`config.mk`:
```
export PLATFORM = sky130hd
export DESIGN_NAME = rpqm_ctrl
export DESIGN_NICKNAME = d
export VERILOG_FILES = /design/src/rtl/core/rpqm_pkg.sv /design/src/rtl/core/rpqm_ctrl.sv
export SDC_FILE = /design/constraint.sdc
export NUM_CORES = 1
export LEC_CHECK = 0
export ABC_AREA = 1
export BUFFER_PORTS_ARGS = -buffer_cell sky130_fd_sc_hd__buf_2
export CELL_PAD_IN_SITES_DETAIL_PLACEMENT = 2
export CELL_PAD_IN_SITES_GLOBAL_PLACEMENT = 2
export CORE_ASPECT_RATIO = 0.5
export CORE_UTILIZATION = 30
export CTS_CLUSTER_DIAMETER = 120
export DETAILED_ROUTE_END_ITERATION = 7
export GPL_TIMING_DRIVEN = 1
export PLACE_DENSITY_LB_ADDON = 0.1
export SLEW_MARGIN = 25
export SYNTH_ARGS = -nofsm -noshare
export SYNTH_HDL_FRONTEND = slang
export SYNTH_SLANG_ARGS = --single-unit
```
`constraint.sdc`:
```
create_clock -name i_clk -period 1.8 [get_ports i_clk]
set_clock_uncertainty 0.15 [all_clocks]
set_input_delay 0.27 -clock i_clk [delete_from_list [all_inputs] [get_ports i_clk]]
set_output_delay 0.27 -clock i_clk [all_outputs]
set_load 0.02 [all_outputs]
```
`src/rtl/core/rpqm_pkg.sv`:
```
`default_nettype none
package rpqm_pkg;

    localparam int INTEG_WIDTH_DEF = 32;
    localparam int DIV_SHIFT       = 14;      // 256000000 = 2^14 * 15625
    localparam int DIV_ODD         = 15625;

    localparam logic [2:0] CFG_P_GAINS = 3'd0;
    localparam logic [2:0] CFG_I_GAINS = 3'd1;
    localparam logic [2:0] CFG_D_GAINS = 3'd2;
    localparam logic [2:0] CFG_BOUNDS  = 3'd3;
    localparam logic [2:0] CFG_MIXER   = 3'd4;

    // divider steps: 16-bit digits of the magnitude of Ki*v shifted down by DIV_SHIFT
    function automatic int div_iters(input int iw);
        return (iw + 16) / 16;
    endfunction

    // reciprocal of DIV_ODD scaled by 2^(iw+15), rounded up; exact over iw+1 bits
    function automatic logic [63:0] div_recip(input int iw);
        logic [127:0] num;
        num = (128'd1 << (iw + 15)) + 128'(DIV_ODD - 1);
        return 64'(num / 128'(DIV_ODD));
    endfunction

    // demand width
    function automatic int dem_width(input int iw);
        return ((iw > 36) ? (iw - 12) : 24) + 3;
    endfunction

    // root iterations over the squared-speed magnitude
    function automatic int root_iters(input int iw);
        return (dem_width(iw) + 11) / 2;
    endfunction

    typedef enum logic [9:0] {
        S_IDLE  = 10'b0000000001,
        S_INTEG = 10'b0000000010,
        S_MUL   = 10'b0000000100,
        S_DLD   = 10'b0000001000,
        S_DIV   = 10'b0000010000,
        S_DEM   = 10'b0000100000,
        S_MIX   = 10'b0001000000,
        S_SUM   = 10'b0010000000,
        S_SQRT  = 10'b0100000000,
        S_OUT   = 10'b1000000000
    } t_state;

    typedef struct packed {
        logic load;
        logic clear;
        logic integ;
        logic mul;
        logic div_load;
        logic div_step;
        logic demand;
        logic mix;
        logic sum;
        logic root_step;
        logic out_load;
    } t_dp_cmd;

endpackage
`default_nettype wire

```
`src/rtl/core/rpqm_ctrl.sv`:
```
`default_nettype none
module rpqm_ctrl
    import rpqm_pkg::*;
#(
    parameter int INTEG_WIDTH = INTEG_WIDTH_DEF
) (
    input  wire logic    i_clk,
    input  wire logic    i_rst_n,
    input  wire logic    i_in_valid,
    input  wire logic    i_command,
    output logic         o_in_ready,
    output logic         o_out_valid,
    input  wire logic    i_out_ready,
    output t_dp_cmd      o_cmd
);
    localparam int NDIV  = div_iters(INTEG_WIDTH);
    localparam int NROOT = root_iters(INTEG_WIDTH);
    localparam int CW    = $clog2(((NDIV > NROOT) ? NDIV : NROOT) + 1);

    t_state          r_state, n_state;
    logic [CW-1:0]   r_cnt, n_cnt;
    logic            r_out_valid, n_out_valid;
    logic            w_accept, w_out_free;

    assign w_accept   = i_in_valid && (r_state == S_IDLE);
    assign w_out_free = !r_out_valid || i_out_ready;
    assign o_in_ready  = (r_state == S_IDLE);
    assign o_out_valid = r_out_valid;

    always_comb begin
        n_state     = r_state;
        n_cnt       = r_cnt;
        n_out_valid = r_out_valid && !i_out_ready;
        o_cmd       = '0;
        case (r_state)
            S_IDLE: begin
                if (w_accept) begin
                    if (i_command) begin
                        o_cmd.clear = 1'b1;
                    end else begin
                        o_cmd.load = 1'b1;
                        n_state    = S_INTEG;
                    end
                end
            end
            S_INTEG: begin
                o_cmd.integ = 1'b1;
                n_state     = S_MUL;
            end
            S_MUL: begin
                o_cmd.mul = 1'b1;
                n_state   = S_DLD;
            end
            S_DLD: begin
                o_cmd.div_load = 1'b1;
                n_cnt          = '0;
                n_state        = S_DIV;
            end
            S_DIV: begin
                o_cmd.div_step = 1'b1;
                n_cnt          = r_cnt + 1'b1;
                if (r_cnt == CW'(NDIV - 1)) begin
                    n_state = S_DEM;
                end
            end
            S_DEM: begin
                o_cmd.demand = 1'b1;
                n_state      = S_MIX;
            end
            S_MIX: begin
                o_cmd.mix = 1'b1;
                n_state   = S_SUM;
            end
            S_SUM: begin
                o_cmd.sum = 1'b1;
                n_cnt     = '0;
                n_state   = S_SQRT;
            end
            S_SQRT: begin
                o_cmd.root_step = 1'b1;
                n_cnt           = r_cnt + 1'b1;
                if (r_cnt == CW'(NROOT - 1)) begin
                    n_state = S_OUT;
                end
            end
            S_OUT: begin
                // hold until the output register is free
                if (w_out_free) begin
                    o_cmd.out_load = 1'b1;
                    n_out_valid    = 1'b1;
                    n_state        = S_IDLE;
                end
            end
            default: begin
                n_state = S_IDLE;
            end
        endcase
    end

    always_ff @(posedge i_clk) begin
        if (!i_rst_n) begin
            r_state     <= S_IDLE;
            r_cnt       <= '0;
            r_out_valid <= 1'b0;
        end else begin
            r_state     <= n_state;
            r_cnt       <= n_cnt;
            r_out_valid <= n_out_valid;
        end
    end

endmodule
`default_nettype wire

```
# After elaboration in Yosys (flattened, before gate mapping)

Index checks and enable logic that the tools add are counted.

Flip-flop bits (word level): 16

Add/sub/neg operators: 1
Eq/ne operators: 17
Mux-type cells: 23
Reductions and logical operators: 9

Operators by type and width:

| kind                                                                   | number |
|---|---|
| 10-bit one-hot mux with 10 select lines                                | 1 |
| 10-bit two-way mux                                                     | 5 |
| 1-bit two-way mux                                                      | 14 |
| 10-bit by 1-bit equality test with 1-bit output, second input constant | 1 |
| 10-bit equality test, second input constant                            | 1 |
| 10-bit by 2-bit equality test with 1-bit output, second input constant | 1 |
| 10-bit by 3-bit equality test with 1-bit output, second input constant | 1 |
| 10-bit by 4-bit equality test with 1-bit output, second input constant | 1 |
| 10-bit by 5-bit equality test with 1-bit output, second input constant | 1 |
| 10-bit by 6-bit equality test with 1-bit output, second input constant | 1 |
| 10-bit by 7-bit equality test with 1-bit output, second input constant | 1 |
| 10-bit by 8-bit equality test with 1-bit output, second input constant | 1 |
| 10-bit by 9-bit equality test with 1-bit output, second input constant | 1 |
| 5-bit one-hot mux with 2 select lines                                  | 1 |
| 2-bit != test, second input constant                                   | 4 |
| 5-bit by 1-bit adder with 5-bit output, second input constant          | 1 |
| 5-bit by 2-bit equality test with 1-bit output, second input constant  | 1 |
| 5-bit equality test, second input constant                             | 1 |
| 5-bit AND reduction                                                    | 1 |
| 2-bit two-way mux                                                      | 2 |
| 2-bit OR reduction                                                     | 2 |
| 1-bit logical AND                                                      | 2 |
| 1-bit logical NOT                                                      | 2 |
| 2-bit by 1-bit != test with 1-bit output, second input constant        | 1 |
| other kinds (2)                                                        | 2 |

# Logic depth before layout (Yosys ltp)

Word-level depth: 4
Depth in mapped cells: 8

# Worst setup path after synthesis

Ideal clock, no wire load.

Path kind: reg2out
From: register r_state[6]
To: output o_cmd[10] (netlist name)
Arrival: 1.095 ns
Required time: 1.380 ns
Path slack: 0.285 ns
Stages on the path, launching flop included: 6
Buffers on the path: 0
Cell sequence: dfxtp_1 nor2_2 nand2_4 nor2_4 nand2_1 nor2_1

RTL lines:

| element                | RTL line         | text |
|---|---|---|
| from (decl)            | rpqm_ctrl.sv:20  | `t_state r_state, n_state;` |
| from (signal assigned) | rpqm_ctrl.sv:106 | `r_state <= n_state;` |
| to (decl)              | rpqm_ctrl.sv:14  | `output t_dp_cmd o_cmd` |

==> results.yml <==
critical_path:
  path_buf_inv: 1
  path_delay_family: "simple AND/OR/NAND/NOR gates"
  worst_path_max_delay_cell: "dfxtp_2"
  worstSetupPathType: "flip-flop to output port"
  r2r_start: "r_state[5]"
  cp_data_required_time_ns: 1.38
  cp-start-kind: "flip-flop"
  slowest_delay_ns: 0.35
  path_max_fanout: 4
  path_cells: "nor2_4 > nand2_4 > nor2_8 > nand2_1 > nor2_1 > buf_4"
  cp.arrival_ns: 1.36
  end_kind: "output port"
  setup.worst_path.start: "r_state[6]"
detailed_routing:
  drt_wl_total_um: 3443
  drtIter0Drc: 29
  drc: 0
  firstDrtPassIters: 4
  antenna_left: 0
  post_drt_wl_per_cell_um: 14.47
  vias: 1064
  vias_per_cell: 4.471
synthesis:
  yosys.area.top_type: "dfxtp_1"
  synth_area_mm2: 0.001090
  synth_warnings: 0
  syn_nets: 162
  ys_seq_area_share_pct: 29.39
  ys_top_cells_by_area: "dfxtp_1, inv_1, nand2_1, nand3_1, nor2_1"
  synth-seq-cells: 16
  ys_types: 24
  syn_avg_cell_area_um2: 7.031
  synth_top_area_share_pct: 29.39
  synthCells: 155
cts:
  cts_root_buf: "clkbuf_8"
  cts_buffers: 3
  clkSlewWorstSetupHoldPaths_ns: 0.07
  cts_tree: "built"
  holdBufCountCts: 0
  clock_path_buffers: 2
  htreeDepth: 1
  clock_latency_ns: 0.26
  cts_sinks: 16
die:
  core_area_mm2: 0.003453
  io_pins: 18
  die-area_mm2: 0.003892
  die_x_um: 87.24
  fp.dieH_um: 44.62
  initial_core_util_pct: 31.56
  row_count: 15
layout:
  final_common_cell: "inv_1"
  diodes: 0
  layoutNonFillerInstCount: 238
  layout_common_cells: "inv_1, buf_4, nand2_1"
  final_nets: 195
  layout-drive-gt1-share_pct: 42.78
  areaGrowthSynthToFinish_pct: 34.21
  final_core_utilization_pct: 42.36
min_path:
  min-delay-start: "i_out_ready"
  holdCritPathClass: "input pin to flip-flop"
pwr:
  p_leak_nw: 0.7918
  peakVddDrop_v: 0.0005261
  power.density_mw_per_mm2: 1336
  power_mw: 1.954
timing:
  period_share_pct: 98.99
  hold_viol: 0
  fin_crit_ns: 1.782
  whs_ns: 0.1330
  finalSetupTns_ns: 0
  fmax_ghz: 0.5612
  slew_headroom_pct: 76.05
  rsz0062_at_grt: "yes"
  slew_violations: 0
  tightest_slew_ns: 0.3580
  setup_viol: 0
run_status:
  status: "finished clean"
placement:
  place_congestion: 0.6962
  dp.cells: 222
  place_hpwl_um: 2416
  portBuffers: 17
global_route:
  grt_max_degree: 11
  antenna_found_initial: 0
  first_global_vias: 1054
  grt_pass1_wl_um: 5326
  grt.overflow.total: 0
  grt_usage_pct: 18.88
job:
  max-cap-violations: 0
cells in the mapped netlist:
library cell	count
ha_1	2
xnor2_1	1
nand3_2	6
nor2_8	1
and2_4	1
inv_1	33
xor2_1	2
o21ai_1	2
a21oi_1	6
nand2_4	3
nand2_1	23
inv_4	1
dfxtp_1	16
nand4_1	3
nand3_4	2
buf_2	1
nor2_1	19
nor2_2	7
nor2_4	4
nand4_2	1
o21ai_0	1
nand3_1	16
nand2_2	3
clkinv_1	1
cells by family after synthesis:
| kind of cell | after synthesis | share of synthesized area (%) |
|---|---|---|
| fa+ha+maj | 2 | 2.296 |
| flops | 16 | 29.39 |
| compound gates | 9 | 4.133 |
| buf+inv | 36 | 12.74 |
| xor+xnor | 3 | 2.411 |
| simple gates | 89 | 49.02 |
final timing paths:
check	end	slack [ns]	depth (start not counted)
max	o_cmd[0]	0.02	6
min	o_out_valid	0.13	4
max reg2reg	r_state[3]	0.08	10
min reg2reg	o_out_valid	0.34	2
through the flow:
step                      setup slack, ns  cell area, um2
final                             0.01810            1463
after global routing             -0.09550            1463
after CTS                        0.001004            1381
after detailed placement           0.1829            1234
after global placement             0.2191            1234
after floorplan                    0.2852            1090
worst min-delay path: cells and delay by family:
kind	cells	cell delay, ns
and+or+nand+nor	1	0.06
buffers and inverters	2	0.11
AOI/OAI and AO/OA	1	0.06
per-layer routing:
layer  routed length, um  up-vias  part of all wire, %  global-route usage, %
li1                    -      537                    -                      -
met3                 103        2                  3.0                  4.478
met1                1721      504                   50                  24.69
met2                1607       21                   47                  31.97
met4                  10        0                 0.29                  4.590
met5                   0        -                    0                      0
what timing repair did:
action / CTS / global route
pin swaps: 6 / 11
setup endpoints to repair: 12 / 13
setup buffers: 7 / 5
gates resized for setup: 16 / 22
area by class of cell:
type                            count  area (um2)
Sequential cell                    16       327.8
Clock buffer                        4       55.05
Timing Repair Buffer               29       209.0
Multi-Input combinational cell    103       665.6
Inverter                           35       141.4
Tap cell                           51       63.81
Fill cell                         423        1991
power by group:
group	switching, mW	leakage [nW]	internal [mW]
Combinational	0.696	0.631	0.456
Sequential	0.0596	0.133	0.404
Clock	0.144	0.0288	0.195
Total	0.900	0.792	1.05
sequential cells by signal, indices dropped and copies added (netlist names):
signal	flops
r_cnt	5
r_state	10
o_out_valid	1
No activity file was read; power rests on OpenSTA's default activity.
